[src/ckre_pkg.sv]
`default_nettype none

package ckre_pkg;

   localparam int MAX_DIM     = 4096;
   localparam int POS_W       = $clog2(MAX_DIM);
   localparam int DIM_W       = POS_W + 1;
   localparam int CHAN_W      = 8;
   localparam int TOTAL_W     = 24;
   localparam int QUEUE_DEPTH = 4;
   localparam int QPTR_W      = $clog2(QUEUE_DEPTH);
   localparam int ADDR_W      = 5;
   localparam int DATA_W      = 32;
   localparam int IN_DATA_W   = 3 * CHAN_W;
   localparam int OUT_USED_W  = 2 * POS_W + 5 * DIM_W + TOTAL_W;
   localparam int OUT_DATA_W  = ((OUT_USED_W + 7) / 8) * 8;
   localparam int OUT_PAD_W   = OUT_DATA_W - OUT_USED_W;

   localparam logic [CHAN_W-1:0]  CHAN_MAX = '1;
   localparam logic [TOTAL_W-1:0] RUNS_MAX = '1;
   localparam logic [DIM_W-1:0]   DIM_MAX  = DIM_W'(MAX_DIM);

   typedef enum logic [ADDR_W-3:0] {
      REG_KEY_RED,
      REG_KEY_GREEN,
      REG_KEY_BLUE,
      REG_TOL_RED,
      REG_TOL_GREEN,
      REG_TOL_BLUE,
      REG_IMAGE_WIDTH,
      REG_IMAGE_HEIGHT
   } reg_index_type;

   typedef struct packed {
      logic [CHAN_W-1:0] key_red;
      logic [CHAN_W-1:0] key_green;
      logic [CHAN_W-1:0] key_blue;
      logic [CHAN_W-1:0] tol_red;
      logic [CHAN_W-1:0] tol_green;
      logic [CHAN_W-1:0] tol_blue;
      logic [DIM_W-1:0]  image_width;
      logic [DIM_W-1:0]  image_height;
   } cfg_type;

   typedef struct packed {
      logic [CHAN_W-1:0] blue;
      logic [CHAN_W-1:0] green;
      logic [CHAN_W-1:0] red;
   } pixel_type;

   typedef struct packed {
      logic             has_run;
      logic             has_summary;
      logic [POS_W-1:0] left;
      logic [DIM_W-1:0] right;
      logic [POS_W-1:0] row;
   } cmd_type;

   typedef struct packed {
      logic               kind;
      logic               last;
      logic [TOTAL_W-1:0] run_total;
      logic [DIM_W-1:0]   box_bottom;
      logic [DIM_W-1:0]   box_right;
      logic [DIM_W-1:0]   box_top;
      logic [DIM_W-1:0]   box_left;
      logic [POS_W-1:0]   run_row;
      logic [DIM_W-1:0]   run_right;
      logic [POS_W-1:0]   run_left;
   } result_type;

   localparam logic KIND_RUN     = 1'b0;
   localparam logic KIND_SUMMARY = 1'b1;

   function automatic logic [DIM_W-1:0] clamp_dim(input logic [DIM_W-1:0] v);
      logic [DIM_W-1:0] r;
      if (v == '0) begin
         r = DIM_W'(1);
      end else if (v > DIM_MAX) begin
         r = DIM_MAX;
      end else begin
         r = v;
      end
      return r;
   endfunction

   function automatic logic in_band(input logic [CHAN_W-1:0] pix,
                                    input logic [CHAN_W-1:0] key,
                                    input logic [CHAN_W-1:0] tol);
      logic [CHAN_W:0]   sum;
      logic [CHAN_W-1:0] hi;
      sum = {1'b0, key} + {1'b0, tol};
      hi  = sum[CHAN_W] ? CHAN_MAX : sum[CHAN_W-1:0];
      return (pix >= key) && (pix <= hi);
   endfunction

endpackage

`default_nettype wire

[src/ckre_csr.sv]
`default_nettype none

module ckre_csr (
   input  wire logic                          clock,
   input  wire logic                          reset,
   input  wire logic                          csr_psel,
   input  wire logic                          csr_penable,
   input  wire logic                          csr_pwrite,
   input  wire logic [ckre_pkg::ADDR_W-1:0]   csr_paddr,
   input  wire logic [ckre_pkg::DATA_W-1:0]   csr_pwdata,
   output      logic [ckre_pkg::DATA_W-1:0]   csr_prdata,
   output      ckre_pkg::cfg_type             cfg
);

   ckre_pkg::cfg_type       cfg_ff;
   ckre_pkg::cfg_type       cfg_in;
   ckre_pkg::reg_index_type index;
   logic                    wr_en;

   assign index = ckre_pkg::reg_index_type'(csr_paddr[ckre_pkg::ADDR_W-1:2]);
   assign wr_en = csr_psel && csr_penable && csr_pwrite;

   always_comb begin
      cfg_in = cfg_ff;
      if (wr_en) begin
         case (index)
            ckre_pkg::REG_KEY_RED:      cfg_in.key_red   = csr_pwdata[ckre_pkg::CHAN_W-1:0];
            ckre_pkg::REG_KEY_GREEN:    cfg_in.key_green = csr_pwdata[ckre_pkg::CHAN_W-1:0];
            ckre_pkg::REG_KEY_BLUE:     cfg_in.key_blue  = csr_pwdata[ckre_pkg::CHAN_W-1:0];
            ckre_pkg::REG_TOL_RED:      cfg_in.tol_red   = csr_pwdata[ckre_pkg::CHAN_W-1:0];
            ckre_pkg::REG_TOL_GREEN:    cfg_in.tol_green = csr_pwdata[ckre_pkg::CHAN_W-1:0];
            ckre_pkg::REG_TOL_BLUE:     cfg_in.tol_blue  = csr_pwdata[ckre_pkg::CHAN_W-1:0];
            ckre_pkg::REG_IMAGE_WIDTH:
               cfg_in.image_width  = csr_pwdata[ckre_pkg::DIM_W-1:0];
            ckre_pkg::REG_IMAGE_HEIGHT:
               cfg_in.image_height = csr_pwdata[ckre_pkg::DIM_W-1:0];
            default: cfg_in = cfg_ff;
         endcase
      end
   end

   always_comb begin
      case (index)
         ckre_pkg::REG_KEY_RED:      csr_prdata = ckre_pkg::DATA_W'(cfg_ff.key_red);
         ckre_pkg::REG_KEY_GREEN:    csr_prdata = ckre_pkg::DATA_W'(cfg_ff.key_green);
         ckre_pkg::REG_KEY_BLUE:     csr_prdata = ckre_pkg::DATA_W'(cfg_ff.key_blue);
         ckre_pkg::REG_TOL_RED:      csr_prdata = ckre_pkg::DATA_W'(cfg_ff.tol_red);
         ckre_pkg::REG_TOL_GREEN:    csr_prdata = ckre_pkg::DATA_W'(cfg_ff.tol_green);
         ckre_pkg::REG_TOL_BLUE:     csr_prdata = ckre_pkg::DATA_W'(cfg_ff.tol_blue);
         ckre_pkg::REG_IMAGE_WIDTH:  csr_prdata = ckre_pkg::DATA_W'(cfg_ff.image_width);
         ckre_pkg::REG_IMAGE_HEIGHT: csr_prdata = ckre_pkg::DATA_W'(cfg_ff.image_height);
         default:                    csr_prdata = '0;
      endcase
   end

   always_ff @(posedge clock) begin
      if (reset) begin
         cfg_ff <= '{key_red: '0, key_green: '0, key_blue: '0,
                     tol_red: '0, tol_green: '0, tol_blue: '0,
                     image_width: ckre_pkg::DIM_W'(64),
                     image_height: ckre_pkg::DIM_W'(64)};
      end else begin
         cfg_ff <= cfg_in;
      end
   end

   assign cfg = cfg_ff;

endmodule

`default_nettype wire

[src/ckre_front.sv]
`default_nettype none

module ckre_front (
   input  wire logic                clock,
   input  wire logic                reset,
   input  wire ckre_pkg::cfg_type   cfg,
   input  wire logic                pix_valid,
   input  wire ckre_pkg::pixel_type pix,
   output      logic                pix_ready,
   input  wire logic                q_full,
   output      logic                q_push,
   output      ckre_pkg::cmd_type   q_cmd
);

   logic [ckre_pkg::POS_W-1:0] col_ff, col_in;
   logic [ckre_pkg::POS_W-1:0] row_ff, row_in;
   logic [ckre_pkg::POS_W-1:0] run_start_ff, run_start_in;
   logic                       in_run_ff, in_run_in;

   logic [ckre_pkg::DIM_W-1:0] w, h, col_plus, row_plus;
   logic [ckre_pkg::POS_W-1:0] start;
   logic                       clear, row_end, frame_end, accept;

   assign pix_ready = !q_full;
   assign accept    = pix_valid && pix_ready;

   always_comb begin
      w         = ckre_pkg::clamp_dim(cfg.image_width);
      h         = ckre_pkg::clamp_dim(cfg.image_height);
      col_plus  = {1'b0, col_ff} + ckre_pkg::DIM_W'(1);
      row_plus  = {1'b0, row_ff} + ckre_pkg::DIM_W'(1);
      row_end   = col_plus >= w;
      frame_end = row_end && (row_plus >= h);
      clear     = ckre_pkg::in_band(pix.red,   cfg.key_red,   cfg.tol_red)   &&
                  ckre_pkg::in_band(pix.green, cfg.key_green, cfg.tol_green) &&
                  ckre_pkg::in_band(pix.blue,  cfg.key_blue,  cfg.tol_blue);
      start     = in_run_ff ? run_start_ff : col_ff;

      q_cmd.has_run     = clear ? in_run_ff : row_end;
      q_cmd.has_summary = frame_end;
      q_cmd.left        = start;
      q_cmd.right       = clear ? {1'b0, col_ff} : col_plus;
      q_cmd.row         = row_ff;
      q_push            = accept && (q_cmd.has_run || q_cmd.has_summary);

      in_run_in    = !clear && !row_end;
      run_start_in = start;
      if (frame_end) begin
         col_in = '0;
         row_in = '0;
      end else if (row_end) begin
         col_in = '0;
         row_in = row_plus[ckre_pkg::POS_W-1:0];
      end else begin
         col_in = col_plus[ckre_pkg::POS_W-1:0];
         row_in = row_ff;
      end
   end

   always_ff @(posedge clock) begin
      if (reset) begin
         col_ff       <= '0;
         row_ff       <= '0;
         run_start_ff <= '0;
         in_run_ff    <= 1'b0;
      end else if (accept) begin
         col_ff       <= col_in;
         row_ff       <= row_in;
         run_start_ff <= run_start_in;
         in_run_ff    <= in_run_in;
      end
   end

endmodule

`default_nettype wire

[src/ckre_queue.sv]
`default_nettype none

module ckre_queue (
   input  wire logic              clock,
   input  wire logic              reset,
   input  wire logic              push,
   input  wire ckre_pkg::cmd_type push_cmd,
   input  wire logic              pop,
   output      ckre_pkg::cmd_type head_cmd,
   output      logic              empty,
   output      logic              full
);

   ckre_pkg::cmd_type           slot_ff [ckre_pkg::QUEUE_DEPTH];
   logic [ckre_pkg::QPTR_W-1:0] wr_ptr_ff, rd_ptr_ff;
   logic [ckre_pkg::QPTR_W:0]   count_ff, count_in;
   logic                        do_pop;

   assign empty    = count_ff == '0;
   assign full     = count_ff == (ckre_pkg::QPTR_W + 1)'(ckre_pkg::QUEUE_DEPTH);
   assign head_cmd = slot_ff[rd_ptr_ff];
   assign do_pop   = pop && !empty;

   always_comb begin
      count_in = count_ff;
      if (push && !do_pop) begin
         count_in = count_ff + (ckre_pkg::QPTR_W + 1)'(1);
      end else if (do_pop && !push) begin
         count_in = count_ff - (ckre_pkg::QPTR_W + 1)'(1);
      end
   end

   always_ff @(posedge clock) begin
      if (reset) begin
         wr_ptr_ff <= '0;
         rd_ptr_ff <= '0;
         count_ff  <= '0;
      end else begin
         count_ff <= count_in;
         if (push) begin
            wr_ptr_ff <= wr_ptr_ff + ckre_pkg::QPTR_W'(1);
         end
         if (do_pop) begin
            rd_ptr_ff <= rd_ptr_ff + ckre_pkg::QPTR_W'(1);
         end
      end
   end

   always_ff @(posedge clock) begin
      if (push) begin
         slot_ff[wr_ptr_ff] <= push_cmd;
      end
   end

endmodule

`default_nettype wire

[src/ckre_back.sv]
`default_nettype none

module ckre_back (
   input  wire logic                 clock,
   input  wire logic                 reset,
   input  wire logic                 q_empty,
   input  wire ckre_pkg::cmd_type    q_cmd,
   output      logic                 q_pop,
   output      logic                 res_valid,
   input  wire logic                 res_ready,
   output      ckre_pkg::result_type res
);

   logic [ckre_pkg::DIM_W-1:0]   left_ff, left_in;
   logic [ckre_pkg::DIM_W-1:0]   top_ff, top_in;
   logic [ckre_pkg::DIM_W-1:0]   right_ff, right_in;
   logic [ckre_pkg::DIM_W-1:0]   bottom_ff, bottom_in;
   logic [ckre_pkg::TOTAL_W-1:0] total_ff, total_in;
   logic                         phase_ff, phase_in;
   logic                         valid_ff, valid_in;
   ckre_pkg::result_type         res_ff, res_in;

   logic                         load, take_run;
   logic [ckre_pkg::DIM_W-1:0]   run_left_x, run_row_x, run_row_plus;

   assign load     = !q_empty && (!valid_ff || res_ready);
   assign take_run = q_cmd.has_run && !phase_ff;

   always_comb begin
      run_left_x   = {1'b0, q_cmd.left};
      run_row_x    = {1'b0, q_cmd.row};
      run_row_plus = run_row_x + ckre_pkg::DIM_W'(1);

      left_in   = left_ff;
      top_in    = top_ff;
      right_in  = right_ff;
      bottom_in = bottom_ff;
      total_in  = total_ff;
      phase_in  = phase_ff;
      res_in    = '0;
      q_pop     = 1'b0;

      if (load) begin
         if (take_run) begin
            res_in.kind      = ckre_pkg::KIND_RUN;
            res_in.run_left  = q_cmd.left;
            res_in.run_right = q_cmd.right;
            res_in.run_row   = q_cmd.row;
            res_in.last      = !q_cmd.has_summary;
            if (run_left_x < left_ff)     left_in   = run_left_x;
            if (run_row_x < top_ff)       top_in    = run_row_x;
            if (q_cmd.right > right_ff)   right_in  = q_cmd.right;
            if (run_row_plus > bottom_ff) bottom_in = run_row_plus;
            if (total_ff != ckre_pkg::RUNS_MAX) begin
               total_in = total_ff + ckre_pkg::TOTAL_W'(1);
            end
            phase_in = q_cmd.has_summary;
            q_pop    = !q_cmd.has_summary;
         end else begin
            res_in.kind      = ckre_pkg::KIND_SUMMARY;
            res_in.last      = 1'b1;
            res_in.run_total = total_ff;
            if (total_ff != '0) begin
               res_in.box_left   = left_ff;
               res_in.box_top    = top_ff;
               res_in.box_right  = right_ff;
               res_in.box_bottom = bottom_ff;
            end
            left_in   = ckre_pkg::DIM_MAX;
            top_in    = ckre_pkg::DIM_MAX;
            right_in  = '0;
            bottom_in = '0;
            total_in  = '0;
            phase_in  = 1'b0;
            q_pop     = 1'b1;
         end
      end

      if (load) begin
         valid_in = 1'b1;
      end else if (res_ready) begin
         valid_in = 1'b0;
      end else begin
         valid_in = valid_ff;
      end
   end

   always_ff @(posedge clock) begin
      if (reset) begin
         left_ff   <= ckre_pkg::DIM_MAX;
         top_ff    <= ckre_pkg::DIM_MAX;
         right_ff  <= '0;
         bottom_ff <= '0;
         total_ff  <= '0;
         phase_ff  <= 1'b0;
         valid_ff  <= 1'b0;
      end else begin
         left_ff   <= left_in;
         top_ff    <= top_in;
         right_ff  <= right_in;
         bottom_ff <= bottom_in;
         total_ff  <= total_in;
         phase_ff  <= phase_in;
         valid_ff  <= valid_in;
      end
   end

   always_ff @(posedge clock) begin
      if (load) begin
         res_ff <= res_in;
      end
   end

   assign res_valid = valid_ff;
   assign res       = res_ff;

`ifndef SYNTH
   a_phase_head: assert property (@(posedge clock) disable iff (reset)
      phase_ff |-> (!q_empty && q_cmd.has_summary))
      else $error("split item without a pending summary at the queue head");

   a_summary_last: assert property (@(posedge clock) disable iff (reset)
      (valid_ff && res_ff.kind == ckre_pkg::KIND_SUMMARY) |-> res_ff.last)
      else $error("summary item not marked last");

   a_box_cleared: assert property (@(posedge clock) disable iff (reset)
      (load && !take_run) |=> (total_ff == '0 && left_ff == ckre_pkg::DIM_MAX))
      else $error("frame state not cleared after summary");

   a_run_nonempty: assert property (@(posedge clock) disable iff (reset)
      (valid_ff && res_ff.kind == ckre_pkg::KIND_RUN) |->
         (res_ff.run_right > {1'b0, res_ff.run_left}))
      else $error("run with no opaque pixel");
`endif

endmodule

`default_nettype wire

[src/color_key_run_extractor.sv]
`default_nettype none

// channel   direction   handshake                  payload
// req       in          req_tvalid / req_tready    one pixel: red, green, blue
// rsp       out         rsp_tvalid / rsp_tready    run or summary, tuser kind, tlast
// csr       in          psel / penable, pready=1   eight key, tolerance, size registers
//
// one pixel accepted per cycle while the command queue is not full; a run passes through the command
// queue and the result register before rsp offers it; a pixel that closes a run and ends the frame gives two
// items, the run and then the summary; the four-entry command queue sets how long req keeps going while rsp stalls
// req_tready falls only when that queue is full
// synchronous reset clears counters, box and queue; no clearing pass is needed

module color_key_run_extractor (
   input  wire logic                              clock,
   input  wire logic                              reset,
   // pix_red [7:0], pix_green [15:8], pix_blue [23:16]
   input  wire logic [ckre_pkg::IN_DATA_W-1:0]    req_tdata,
   input  wire logic                              req_tvalid,
   output      logic                              req_tready,
   // run_left, run_right, run_row, box_left, box_top, box_right, box_bottom,
   // run_total, zero fill
   output      logic [ckre_pkg::OUT_DATA_W-1:0]   rsp_tdata,
   // kind
   output      logic                              rsp_tuser,
   output      logic                              rsp_tlast,
   output      logic                              rsp_tvalid,
   input  wire logic                              rsp_tready,
   input  wire logic                              csr_psel,
   input  wire logic                              csr_penable,
   input  wire logic                              csr_pwrite,
   input  wire logic [ckre_pkg::ADDR_W-1:0]       csr_paddr,
   input  wire logic [ckre_pkg::DATA_W-1:0]       csr_pwdata,
   output      logic [ckre_pkg::DATA_W-1:0]       csr_prdata,
   output      logic                              csr_pready
);

   ckre_pkg::cfg_type    cfg;
   ckre_pkg::pixel_type  pix;
   ckre_pkg::cmd_type    push_cmd, head_cmd;
   ckre_pkg::result_type res;
   logic                 q_push, q_pop, q_empty, q_full;

   assign csr_pready = 1'b1;
   assign pix        = ckre_pkg::pixel_type'(req_tdata);

   ckre_csr u_csr (
      .clock       (clock),
      .reset       (reset),
      .csr_psel    (csr_psel),
      .csr_penable (csr_penable),
      .csr_pwrite  (csr_pwrite),
      .csr_paddr   (csr_paddr),
      .csr_pwdata  (csr_pwdata),
      .csr_prdata  (csr_prdata),
      .cfg         (cfg)
   );

   ckre_front u_front (
      .clock     (clock),
      .reset     (reset),
      .cfg       (cfg),
      .pix_valid (req_tvalid),
      .pix       (pix),
      .pix_ready (req_tready),
      .q_full    (q_full),
      .q_push    (q_push),
      .q_cmd     (push_cmd)
   );

   ckre_queue u_queue (
      .clock    (clock),
      .reset    (reset),
      .push     (q_push),
      .push_cmd (push_cmd),
      .pop      (q_pop),
      .head_cmd (head_cmd),
      .empty    (q_empty),
      .full     (q_full)
   );

   ckre_back u_back (
      .clock     (clock),
      .reset     (reset),
      .q_empty   (q_empty),
      .q_cmd     (head_cmd),
      .q_pop     (q_pop),
      .res_valid (rsp_tvalid),
      .res_ready (rsp_tready),
      .res       (res)
   );

   assign rsp_tdata = {{ckre_pkg::OUT_PAD_W{1'b0}}, res.run_total, res.box_bottom,
                       res.box_right, res.box_top, res.box_left, res.run_row,
                       res.run_right, res.run_left};
   assign rsp_tuser = res.kind;
   assign rsp_tlast = res.last;

endmodule

`default_nettype wire

[config.mk]
export PLATFORM = sky130hd
export DESIGN_NAME = color_key_run_extractor
export DESIGN_NICKNAME = d
export VERILOG_FILES = /design/src/ckre_pkg.sv /design/src/ckre_csr.sv /design/src/ckre_front.sv /design/src/ckre_queue.sv /design/src/ckre_back.sv /design/src/color_key_run_extractor.sv
export SDC_FILE = /design/constraint.sdc
export NUM_CORES = 1
export LEC_CHECK = 0
export ABC_AREA = 1
export BUFFER_PORTS_ARGS = -buffer_cell sky130_fd_sc_hd__buf_2
export CAP_MARGIN = 5
export CORE_MARGIN = 3
export CORE_UTILIZATION = 55
export DETAILED_ROUTE_END_ITERATION = 16
export HOLD_SLACK_MARGIN = 0.08
export PLACE_DENSITY = 0.75
export SLEW_MARGIN = 20
export SYNTH_ARGS = -nofsm -noshare
export SYNTH_HDL_FRONTEND = slang
export SYNTH_SLANG_ARGS = --single-unit
[constraint.sdc]
create_clock -name clock -period 6.5 [get_ports clock]
set_clock_uncertainty 0.2 [all_clocks]
set_input_delay 1.3 -clock clock [delete_from_list [all_inputs] [get_ports clock]]
set_output_delay 1.3 -clock clock [all_outputs]
set_load 0.03 [all_outputs]
Word-level counts from Yosys, hierarchy flattened
Memory sizes are Yosys's and may differ from the RTL's. A register that Yosys moved wholly into a read port is not among the register bits.
Index checks and enable logic that the tools add are counted.
{"block": "classes", "addsub": 11, "magnitude_cmp": 14, "eq_ne": 14, "muxes": 37, "n_bitwise": 1, "reduce_logical": 50}
{"cell": "$pmux W32 S8", "n": 1}
{"cell": "$mux W13", "n": 13}
{"cell": "$mux W12", "n": 5}
{"cell": "$mux W24", "n": 2}
{"cell": "$add A12 B1 Y13 const B", "n": 3}
{"cell": "$reduce_and A2 Y1", "n": 14}
{"cell": "$add A8 B8 Y9", "n": 3}
{"cell": "$ge A13 B13 Y1", "n": 2}
{"cell": "$gt A13 B13 Y1", "n": 2}
{"cell": "$gt A13 B13 Y1 const B", "n": 2}
{"cell": "$logic_not A13 Y1", "n": 2}
{"cell": "$lt A12 B13 Y1", "n": 2}
{"cell": "$add A24 B1 Y24 const B", "n": 1}
{"cell": "$ge A8 B8 Y1", "n": 3}
{"cell": "$le A8 B8 Y1", "n": 3}
{"cell": "$mux W8", "n": 3}
{"cell": "$ne A24 B24 Y1 const B", "n": 1}
{"cell": "$reduce_bool A24 Y1", "n": 1}
{"cell": "$logic_and A1 B1 Y1", "n": 16}
{"cell": "$eq A3 B3 Y1 const B", "n": 5}
{"cell": "$ne A2 B2 Y1 const B", "n": 5}
{"cell": "$logic_not A1 Y1", "n": 9}
{"cell": "$mux W1", "n": 8}
{"cell": "$eq A3 B2 Y1 const B", "n": 2}
{"cell": "11 further kinds", "n": 19}
{"block": "word_totals", "reg_bits": 311, "mem_bits_rw": 156, "in_bits": 68, "out_inout_bits": 157, "n_memories": 1}
{"name": "u_queue.slot_ff", "depth": 4, "width": 39, "rd": 1, "rd_clocked_by_memory_dff": 1, "write_ports": 1, "line_no": "ckre_queue.sv:14", "source": "ckre_pkg::cmd_type slot_ff [ckre_pkg::QUEUE_DEPTH];"}

Logic depth before layout (Yosys ltp)
Gate-level depths: netlist (run 1).
{"block": "logic_depth", "ltp_word": 13, "mapped_depth": 34, "mapped_depth_nobuf": 34}

Modules after synthesis
From an unflattened synthesis (run 1), not the netlist that was laid out.
{"block": "unflattened", "hier_cells": 2815, "area_unflattened_um2": 24344.6}
{"mod": "ckre_back", "n_inst": 1, "cells_each": 1052, "area_each_um2": 9206.3}
{"mod": "ckre_queue", "n_inst": 1, "cells_each": 442, "area_each_um2": 6253.5}
{"mod": "ckre_front", "n_inst": 1, "cells_each": 803, "area_each_um2": 5116.2}
{"mod": "ckre_csr", "n_inst": 1, "cells_each": 508, "area_each_um2": 3701.0}
{"mod": "color_key_run_extractor", "n_inst": 1, "cells_each": 10, "area_each_um2": 67.6}

Least setup slack after synthesis (run 1)
No wires, ideal clock.
{"block": "synth_timing", "kind": "input to register", "from": "input port rsp_tready", "to": "register u_queue.count_ff[2] (netlist name)", "setup_time_ns": 0.122, "arrival_ns": 5.614, "t_required_ns": 6.178, "slack_ns": 0.564, "path_stages": 11, "n_path_buf": 0, "cell_sequence": "nor2_1 -> a31o_2 -> clkinv_1 -> nand2_1 -> ha_1 -> inv_1 -> fa_1 -> a21oi_1 -> o21ai_0 -> o21ai_0 -> a21oi_1"}
{"block": "synth_between", "elab_chain_cells": 7}
{"item": "from (decl)", "line_no": "color_key_run_extractor.sv:28", "source": "input wire logic rsp_tready,"}
{"item": "$logic_or A1 B1 Y1 (*)", "line_no": "ckre_back.sv:26", "source": "assign load = !q_empty && (!valid_ff || res_ready);"}
{"item": "$logic_and A1 B1 Y1 (*)", "line_no": "ckre_back.sv:26"}
{"item": "via u_back.load", "line_no": "ckre_back.sv:23", "source": "logic load, take_run;"}
{"item": "$mux W1 (*)", "line_no": "ckre_back.sv:43", "source": "if (load) begin"}
{"item": "$logic_and A1 B1 Y1 (*)", "line_no": "ckre_queue.sv:22", "source": "assign do_pop = pop && !empty;"}
{"item": "$logic_not A1 Y1", "line_no": "ckre_queue.sv:26", "source": "if (push && !do_pop) begin"}
{"item": "$logic_and A1 B1 Y1", "line_no": "ckre_queue.sv:26"}
{"item": "$mux W3 or $reduce_bool A2 Y1 (tied branches)"}
{"item": "to (signal assigned)", "line_no": "ckre_queue.sv:39", "source": "count_ff <= count_in;"}
{"item": "to (decl)", "line_no": "ckre_queue.sv:16", "source": "logic [ckre_pkg::QPTR_W:0] count_ff, count_in;"}
Mark *: on every way through the listed nets, which the timed path passes. The rest lies on a longest branch.
A chain may end at the register's enable or synchronous reset.

Worst setup path in the final report (run 1)
{"block": "layout_timing", "from": "register u_csr.cfg_ff (netlist bit u_csr.cfg[66])", "to": "register u_queue.count_ff[2] (netlist name)"}
{"block": "layout_between", "elab_chain_cells": 12}
{"item": "from (decl)", "line_no": "ckre_csr.sv:15", "source": "ckre_pkg::cfg_type cfg_ff;"}
{"item": "from (signal assigned)", "line_no": "ckre_csr.sv:58", "source": "cfg_ff <= '{key_red: '0, key_green: '0, key_blue: '0,"}
{"item": "from (signal assigned)", "line_no": "ckre_csr.sv:63", "source": "cfg_ff <= cfg_in;"}
{"item": "$add A8 B8 Y9", "line_no": "ckre_pkg.sv:92", "source": "sum = {1'b0, key} + {1'b0, tol};"}
{"item": "$mux W8", "line_no": "ckre_pkg.sv:93", "source": "hi = sum[CHAN_W] ? CHAN_MAX : sum[CHAN_W-1:0];"}
{"item": "$le A8 B8 Y1", "line_no": "ckre_pkg.sv:94", "source": "return (pix >= key) && (pix <= hi);"}
{"item": "$logic_and A1 B1 Y1 (*)", "line_no": "ckre_pkg.sv:94"}
{"item": "$logic_and A1 B1 Y1 (*)", "line_no": "ckre_front.sv:34", "source": "clear = ckre_pkg::in_band(pix.red, cfg.key_red, cfg.tol_red) &&"}
{"item": "$logic_and A1 B1 Y1 (*)", "line_no": "ckre_front.sv:35", "source": "ckre_pkg::in_band(pix.green, cfg.key_green, cfg.tol_green) &&"}
{"item": "$mux W1 (*)", "line_no": "ckre_front.sv:39", "source": "q_cmd.has_run = clear ? in_run_ff : row_end;"}
{"item": "$logic_or A1 B1 Y1 (*)", "line_no": "ckre_front.sv:44", "source": "q_push = accept && (q_cmd.has_run || q_cmd.has_summary);"}
{"item": "$logic_and A1 B1 Y1 (*)", "line_no": "ckre_front.sv:44"}
{"item": "via q_push", "line_no": "color_key_run_extractor.sv:42", "source": "logic q_push, q_pop, q_empty, q_full;"}
{"item": "$logic_not A1 Y1", "line_no": "ckre_queue.sv:28", "source": "end else if (do_pop && !push) begin"}
{"item": "$logic_and A1 B1 Y1", "line_no": "ckre_queue.sv:28"}
{"item": "$reduce_bool A2 Y1 (no source line)"}
Marked as above.

==> impl_metrics.ini, run 1 <==
[sta]
fin_hold_ws_ps = 256
slew_viol_final = 0
tns_ps = 0
fmax_mhz = 180
finalWorstSetupSlack_ps = 950
setup_viol = 0
post-route-period-util = 0.854
hold_viol = 0
rsz0062_at_grt = false
worstMarginPinSlew_ps = 945
min_period_ps = 5550
slew_headroom = 0.368

[synth]
yosys_warnings = 0
synth_area_um2 = 23600
ys_top_cells_by_area = edfxtp_1 35%, dfxtp_1 17%, ha_1 8.3%
syn_inst = 2618
synth_flop_cell = edfxtp_1
ys_ff_latch = 469
syn_area_per_cell_um2 = 9.00
post_synth_num_cell_types = 60
yosysTopAreaCell = edfxtp_1
ys_async_sr_fraction = 0
synth_edf_count = 271
ys_seq_area_frac = 0.514
synth_top_area_frac = 0.345

[worst_setup_path]
path_common_cell = nand2_1
crit_path_end_kind = flip-flop
start_kind = flip-flop
worst_ep_required_time_ps = 6770
cp_max_fo = 22
path_class = flip-flop to flip-flop
slowest_delay_ps = 410
slowest_stage = fa_1
reg2regPathDepth = 35
cp.arrival_ps = 5820

[placed_design]
dpl.hpwl_mm = 39.7
detailed_place.area_um2 = 24800
port_buffers = 176
placed_cells_incl_taps = 3261
place_ws_ps = 996
gp_congestion = 0.906

[floorplanning]
dieHeight_um = 213
die_w_um = 213
rows = 75
die_area_um2 = 45400
coreArea_um2 = 42100
io_pins = 225
initial_core_util = 0.559

[grt]
grt_max_degree = 100
first_global_vias = 17800
overflow = 0
grt_pass1_wl_mm = 89.0
antenna_found_initial = 0
grtUsageTotal = 0.243

[route]
met2_length_mm = 26.5
remaining_drc_errors = 0
ant_nets = 0
wirelength_mm = 55.7
post_drt_wl_per_cell_um = 16.6
vias = 18600
maxUsedRoutingLayer = met4
first_pass_iters = 6
wl_met1_mm = 23.5
first_iter_violations = 1493
viasPerCell = 5.54
routed-wl-met3_mm = 4.01

[cts]
cts_htree_levels = 2
clock_path_buffers = 3
cts_setup_buffers = 0
cts-root-buf = clkbuf_16
cts_hold_buf = 0
cts_made_buffers = 48
cts_sinks = 469
cts_resized = 0
clk_pin_slew_ps = 70
worstSkewPairLatency_ps = 600
cts_tree = yes

[run]
drv_cap = 0

[layout]
fin_nets = 3000
final_core_util = 0.625
final_area_um2 = 26400
fillers = 3456
stdcell_count = 3351
n_antenna_cell = 0
syn_to_final_growth_pct = 11.8
drive_above_1_share = 0.133

[pwr]
leakage_nw = 10.8
cellPowerDensity_nw_per_um2 = 452
peakVddDrop_v = 0.000308
total_power_mw = 11.9

[hold_path]
holdPathStages = 2
hp-class = flip-flop to flip-flop

[outcome]
status = finished clean
==> worst max-delay path: cells and delay by family, from the launching register on <==
kind	cells	cell delay, ps
compound gates	7	950
simple gates	18	1820
fa+ha+maj	5	1370
buf+inv	5	700
flops	1	370
==> final timing paths <==
check / from / endpoint / slack [ps]
max: u_csr.cfg[66] / u_queue.count_ff[2] / 950
min: u_back.left_ff[12] / u_back.left_ff[12] / 260
max reg2reg: u_csr.cfg[66] / u_queue.count_ff[2] / 950
min reg2reg: u_back.left_ff[12] / u_back.left_ff[12] / 260
==> metal layers <==
metal	track usage	vias to the layer above
li1	-	9113
met1	0.319	8693
met2	0.411	634
met3	0.0423	126
met4	0.0808	0
met5	0	-
==> area by class of cell <==
cell class / instances / area, µm² / area share
clock buffer: 61 / 1320 / 0.0501
clock inverter: 29 / 274 / 0.0104
inverter: 270 / 1020 / 0.0388
multi-input combinational: 1789 / 9890 / 0.375
sequential: 469 / 12100 / 0.459
tap: 539 / 674 / 0.0256
timing repair buffer: 194 / 1070 / 0.0405
==> sequential cells by signal, indices dropped and copies added (netlist names), 12 cells and up, named ones only <==
signal / cells
u_back.bottom_ff: 13
u_csr.cfg: 74
u_front.row_ff: 12
u_queue.slot_ff: 156
u_back.right_ff: 13
u_back.res: 115
u_back.left_ff: 13
u_front.run_start_ff: 12
u_back.total_ff: 24
u_back.top_ff: 13
u_front.col_ff: 12
==> cells in the final DEF (no fill, tap or decap), drive strengths merged, types with 2 or more instances in the layout <==
| cell type | n |
|---|---|
| nand2 | 428 |
| bufinv | 3 |
| nor2 | 418 |
| o21a | 5 |
| xnor2 | 3 |
| nand3b | 3 |
| a22oi | 3 |
| a22o | 4 |
| a31oi | 3 |
| nand3 | 120 |
| o211ai | 7 |
| a21boi | 2 |
| a221oi | 11 |
| nand4 | 28 |
| conb | 27 |
| a21oi | 222 |
| ha | 156 |
| a21o | 5 |
| xor2 | 41 |
| o21ai | 199 |
| a211oi | 16 |
| nor3 | 33 |
| and3 | 2 |
| inv | 272 |
| or2 | 8 |
| clkinvlp | 5 |
| buf | 194 |
| o21bai | 6 |
| edfxtp | 271 |
| clkbuf | 61 |
| nor4 | 12 |
| clkinv | 19 |
| dfxtp | 198 |
| fa | 4 |
| o22ai | 15 |
==> report_power, final <==
| part | leakage, nW | internal (mW) | switching [mW] |
|---|---|---|---|
| combinational | 5.80 | 1.29 | 3.53 |
| clock | 0.781 | 1.58 | 1.18 |
| sequential | 4.23 | 4.06 | 0.262 |
==> cells by family after synthesis <==
family / synth area share
AND/OR/NAND/NOR: 0.191
AO/OA/AOI/OAI: 0.119
flip-flops: 0.514
buffers and inverters: 0.0725
adder cells (fa/ha/maj): 0.0862
XOR/XNOR: 0.0173
other: 0.000319
==> cell usage after synthesis, types with 4 or more instances <==
library cell    n
o21ai_0       190
fa_1            4
xor2_1         38
buf_1           6
ha_1          156
o22ai_1        15
a21oi_2        10
edfxtp_1      271
nor4_1         11
nor3_4          4
clkbuf_1       39
buf_4          36
o211ai_1        7
nand3_2         4
buf_6           6
a21oi_1       212
o21a_1          5
buf_2          24
nand3_1       116
a22o_1          4
buf_8           4
nand2_1       414
nor2_2          8
inv_2          24
a211oi_1       15
o21ai_1         9
nand2_2        11
a21o_1          5
dfxtp_1       198
nor2_1        406
nor3_2          6
o21bai_1        6
nor3_1         23
or2_2           8
nand4_1        28
a221oi_1       11
clkinv_1        4
inv_1         241
Power figures use the tool's default switching activity.
==> run 2: changes to the inputs <==
Settings changed: ABC_CLOCK_PERIOD_IN_PS set to 6500, RECOVER_POWER set to 50, TNS_END_PERCENT set to 10.
==> run 2 against run 1 <==
  * The run now ends with max-capacitance violations, max-slew violations left
  * Clock power barely moved
  * Sequential power rose by 0.9%
  * Cell count did not move
  * Design area fell by 0.66%
  * Global-route usage did not move
  * Worst hold slack barely moved
  * Critical endpoint unchanged
==> impl_metrics.ini, run 2 (same netlist as run 1, synthesis figures left out) <==
[route]
ant_nets = 0
first_iter_violations = 1624
first_pass_iters = 5
remaining_drc_errors = 0
wirelength_mm = 55.9
wl_met1_mm = 23.7
routed-wl-met3_mm = 3.95
vias = 18600
maxUsedRoutingLayer = met4
post_drt_wl_per_cell_um = 16.7
met2_length_mm = 26.6
viasPerCell = 5.54

[sta]
tns_ps = 0
slew_headroom = -1.48
fmax_mhz = 176
min_period_ps = 5670
worstMarginPinSlew_ps = 3720
hold_viol = 0
finalWorstSetupSlack_ps = 825
setup_viol = 0
post-route-period-util = 0.873
slew_viol_final = 227
rsz0062_at_grt = false

[worst_setup_path]
crit_path_end_kind = flip-flop
cp_max_fo = 22
slowest_delay_ps = 410
reg2regPathDepth = 34
reg2reg_from = u_csr.cfg[66]
path_class = flip-flop to flip-flop
path_common_cell = nand2_1
worstSetupEndpoint = u_queue.count_ff[2]
crit_cells = 34
start_kind = flip-flop
worst_ep_required_time_ps = 6800
worstSetupStartpoint = u_csr.cfg[66]
cp_top_family = simple AND/OR/NAND/NOR gates
slowest_stage = fa_1
cp.arrival_ps = 5980
worstReg2RegEnd = u_queue.count_ff[2]
r2r_setup_slack_ps = 830
path_buf_inv = 5

[grt]
grt_pass1_wl_mm = 89.0
first_global_vias = 17800
antenna_found_initial = 0
grt_max_degree = 100
grtUsageTotal = 0.243
overflow = 0

[placed_design]
gp_congestion = 0.906
place_ws_ps = 996
detailed_place.area_um2 = 24800
dpl.hpwl_mm = 39.7
port_buffers = 176

[floorplanning]
io_pins = 225
initial_core_util = 0.559
dieHeight_um = 213
die_w_um = 213
die_area_um2 = 45400
rows = 75
coreArea_um2 = 42100

[layout]
top_register = u_queue.slot_ff
largest_reg_flops = 156
layout_commonest_cell = nand2_1
fin_nets = 3000
drive_above_1_share = 0.0878
mostFrequentLayoutCells = 414 x nand2_1, 403 x nor2_1, 271 x edfxtp_1
syn_to_final_growth_pct = 11.1
final_core_util = 0.621
n_antenna_cell = 0
final_area_um2 = 26200

[pwr]
cellPowerDensity_nw_per_um2 = 452
peakVddDrop_v = 0.000296
total_power_mw = 11.8
leakage_nw = 10.4

[run]
drv_cap = 4

[cts]
cts_tree = yes
cts_setup_buffers = 0
cts_sinks = 469
cts_made_buffers = 48
cts_hold_buf = 0
cts-root-buf = clkbuf_16
clk_pin_slew_ps = 60
cts_htree_levels = 2
clock_path_buffers = 3
cts_resized = 0
worstSkewPairLatency_ps = 600

[outcome]
status = finished, violations left
violations = max-capacitance violations, max-slew violations

[hold_path]
hp-class = flip-flop to flip-flop
## run 2: cell count changes in the layout (fill, tap and decap cells not counted), sizes merged
cell	before	now
clkinv	19	20
clkinvlp	5	6
clkbuf	61	182
buf	194	73
inv	272	270
## run 2: cell type report
cell class	count	area, µm²
fillers	3528	16000
flip-flops and latches	469	12100
multi-input cells	1789	9870
clock buffers	61	1320
inverters	270	1020
repair buffers	194	908
well taps	539	674
clock inverters	29	274
## run 2: through the flow
| stage | hold slack [ps] | std cells |
|---|---|---|
| 3_5_place_dp | 246 | 3261 |
| 6_report | 256 | 3351 |
| 4_1_cts | 259 | 3351 |
| 3_3_place_gp | 228 | 3261 |
| 2_1_floorplan | 219 | 2643 |
| 5_1_grt | 278 | 3351 |
## run 2: worst min-delay path by stage
stage                       start                 end  slack, ps  cells after the start
3_3_place_gp   u_back.left_ff[12]  u_back.left_ff[12]        230                      2
3_5_place_dp   u_back.left_ff[12]  u_back.left_ff[12]        250                      2
6_report       u_back.left_ff[12]  u_back.left_ff[12]        260                      2
4_1_cts        u_back.left_ff[12]  u_back.left_ff[12]        260                      2
2_1_floorplan  u_back.left_ff[12]  u_back.left_ff[12]        220                      2
5_1_grt         u_back.left_ff[4]   u_back.left_ff[4]        280                      2
## run 2: where the power goes
group / leakage [nW] / internal [mW] / switching [mW]
logic: 5.41 / 1.19 / 3.53
clock network: 0.781 / 1.58 / 1.18
registers: 4.23 / 4.08 / 0.275
total: 10.4 / 6.84 / 4.99
## run 2: layer usage
metal  global-route usage  vias to the layer above
met3               0.0423                      122
li1                     -                     9106
met5                    0                        -
met1                0.319                     8659
met2                0.411                      666
met4               0.0808                        0
## run 2: worst min-delay path: stages, from the launching register on
cell,delay [ps]
dfxtp_1,310
nand2_1,60
nand2_1,40
==> run 3: changes to the inputs <==
Settings changed: CORE_ASPECT_RATIO set to 1.25, REMOVE_ABC_BUFFERS set to 1.
==> run 3 against run 2 <==
  * Register-to-register slack worse by 170 ps
  * Fmax down 2.9%
  * Critical endpoint unchanged
  * Die area is essentially flat
  * The flow still finishes with violations (max-capacitance violations, max-slew violations)
  * Sequential share of layout area is 0.13 points higher
==> impl_metrics.ini, run 3 (same netlist as run 1, synthesis figures left out) <==
[sta]
finalWorstSetupSlack_ps = 653
rsz0062_at_grt = false
tns_ps = 0
slew_viol_final = 190
fmax_mhz = 171
min_period_ps = 5850
slew_headroom = -1.59
post-route-period-util = 0.900
worstMarginPinSlew_ps = 3880
fin_hold_ws_ps = 249
setup_viol = 0
hold_viol = 0

[worst_setup_path]
reg2regPathDepth = 31
worstSetupStartpoint = u_csr.cfg[50]
start_kind = flip-flop
path_class = flip-flop to flip-flop
crit_path_end_kind = flip-flop
slowest_stage = nand2_1
slowest_delay_ps = 480
reg2reg_from = u_csr.cfg[50]
cp.arrival_ps = 6120
path_common_cell = nand2_1
worst_ep_required_time_ps = 6780
path_buf_inv = 4
cp_top_family = simple AND/OR/NAND/NOR gates
crit_cells = 31
cp_max_fo = 22

[cts]
cts_hold_buf = 0
cts_htree_levels = 2
cts-root-buf = clkbuf_16
cts_made_buffers = 46
cts_resized = 0
cts_tree = yes
worstSkewPairLatency_ps = 560
cts_sinks = 469
cts_setup_buffers = 0
clk_pin_slew_ps = 60
clock_path_buffers = 3

[route]
first_pass_iters = 8
vias = 18500
post_drt_wl_per_cell_um = 16.7
first_iter_violations = 1264
ant_nets = 0
viasPerCell = 5.50
wirelength_mm = 56.3
remaining_drc_errors = 0

[grt]
grtUsageTotal = 0.243
grt_pass1_wl_mm = 89.2
antenna_found_initial = 1
grt_max_degree = 100
first_global_vias = 17900
overflow = 0

[hold_path]
holdPathStages = 2
hp-start = u_back.left_ff[12]
hp-class = flip-flop to flip-flop

[layout]
final_area_um2 = 26100
multiInputGateArea_um2 = 9870
final_core_util = 0.619
stdcell_count = 3367
largest_reg_flops = 156
fillers = 3519
fin_nets = 2998
layout_commonest_cell = nand2_1
syn_to_final_growth_pct = 10.8
top_register = u_queue.slot_ff
ff_latch_area_um2 = 12100
mostFrequentLayoutCells = 414 x nand2_1, 403 x nor2_1, 271 x edfxtp_1
n_antenna_cell = 0
drive_above_1_share = 0.0855

[pwr]
seq_power_share = 0.373
cellPowerDensity_nw_per_um2 = 450
leakage_nw = 10.4
peakVddDrop_v = 0.000261
switching_share = 0.418
internal-power_mw = 6.83
clkPwrFrac = 0.230
switchingPower_mw = 4.91
total_power_mw = 11.7
pwr-share-comb = 0.397

[floorplanning]
io_pins = 225
die_area_um2 = 45400
rows = 84
die_w_um = 191
dieHeight_um = 237
initial_core_util = 0.559
coreArea_um2 = 42100

[placed_design]
detailed_place.area_um2 = 24700
placed_cells_incl_taps = 3281
place_ws_ps = 785
port_buffers = 176
gp_congestion = 0.930
dpl.hpwl_mm = 40.4

[outcome]
violations = max-capacitance violations, max-slew violations
status = finished, violations left

[run]
drv_cap = 3
-- run 3: cell types whose count changed in the layout (fill, tap and decap cells not counted), sizes merged --
cell	before	now
inv	270	267
bufinv	3	5
clkbuf	182	180
clkinv	20	18
clkinvlp	6	7
-- run 3: power groups by stage --
stage | Combinational [mW] | Clock, mW | Sequential, mW
3_5_place_dp | 4.73 | 0 | 4.41
6_report | 4.66 | 2.70 | 4.38
3_3_place_gp | 4.58 | 0 | 4.38
4_1_cts | 4.76 | 2.74 | 4.35
5_1_grt | 5.17 | 2.86 | 4.45
2_1_floorplan | 2.56 | 0 | 5.17
-- run 3: path summary, 6_finish.rpt --
kind	to	slack (ps)
worst max-delay path	u_queue.count_ff[2]	650
worst min-delay path	u_back.left_ff[12]	250
worst max register to register	u_queue.count_ff[2]	650
worst min register to register	u_back.left_ff[12]	250
-- run 3: area by class of cell --
| type | count | share of cell area |
|---|---|---|
| sequential | 469 | 0.464 |
| multi-input combinational | 1789 | 0.378 |
| clock buffer | 59 | 0.0479 |
| inverter | 270 | 0.0392 |
| timing repair buffer | 194 | 0.0328 |
| clock inverter | 27 | 0.0113 |
| tap | 559 | 0.0268 |
-- run 3: worst reg2reg max path, delay by kind of cell (launching register included) --
kind | cells | cell delay (ps)
AOI/OAI and AO/OA | 7 | 1220
adders and majority gates | 5 | 1360
buffers and inverters | 4 | 500
DFF | 1 | 370
and+or+nand+nor | 15 | 2110
-- run 3: metal layers --
metal	routed length (µm)	part of all wire	track usage	up-vias
met3	3540	0.063	0.0336	147
met2	27700	0.49	0.427	677
met1	22400	0.40	0.294	8600
met4	2640	0.047	0.115	2
met5	11	0.00020	0	-
li1	-	-	-	9100
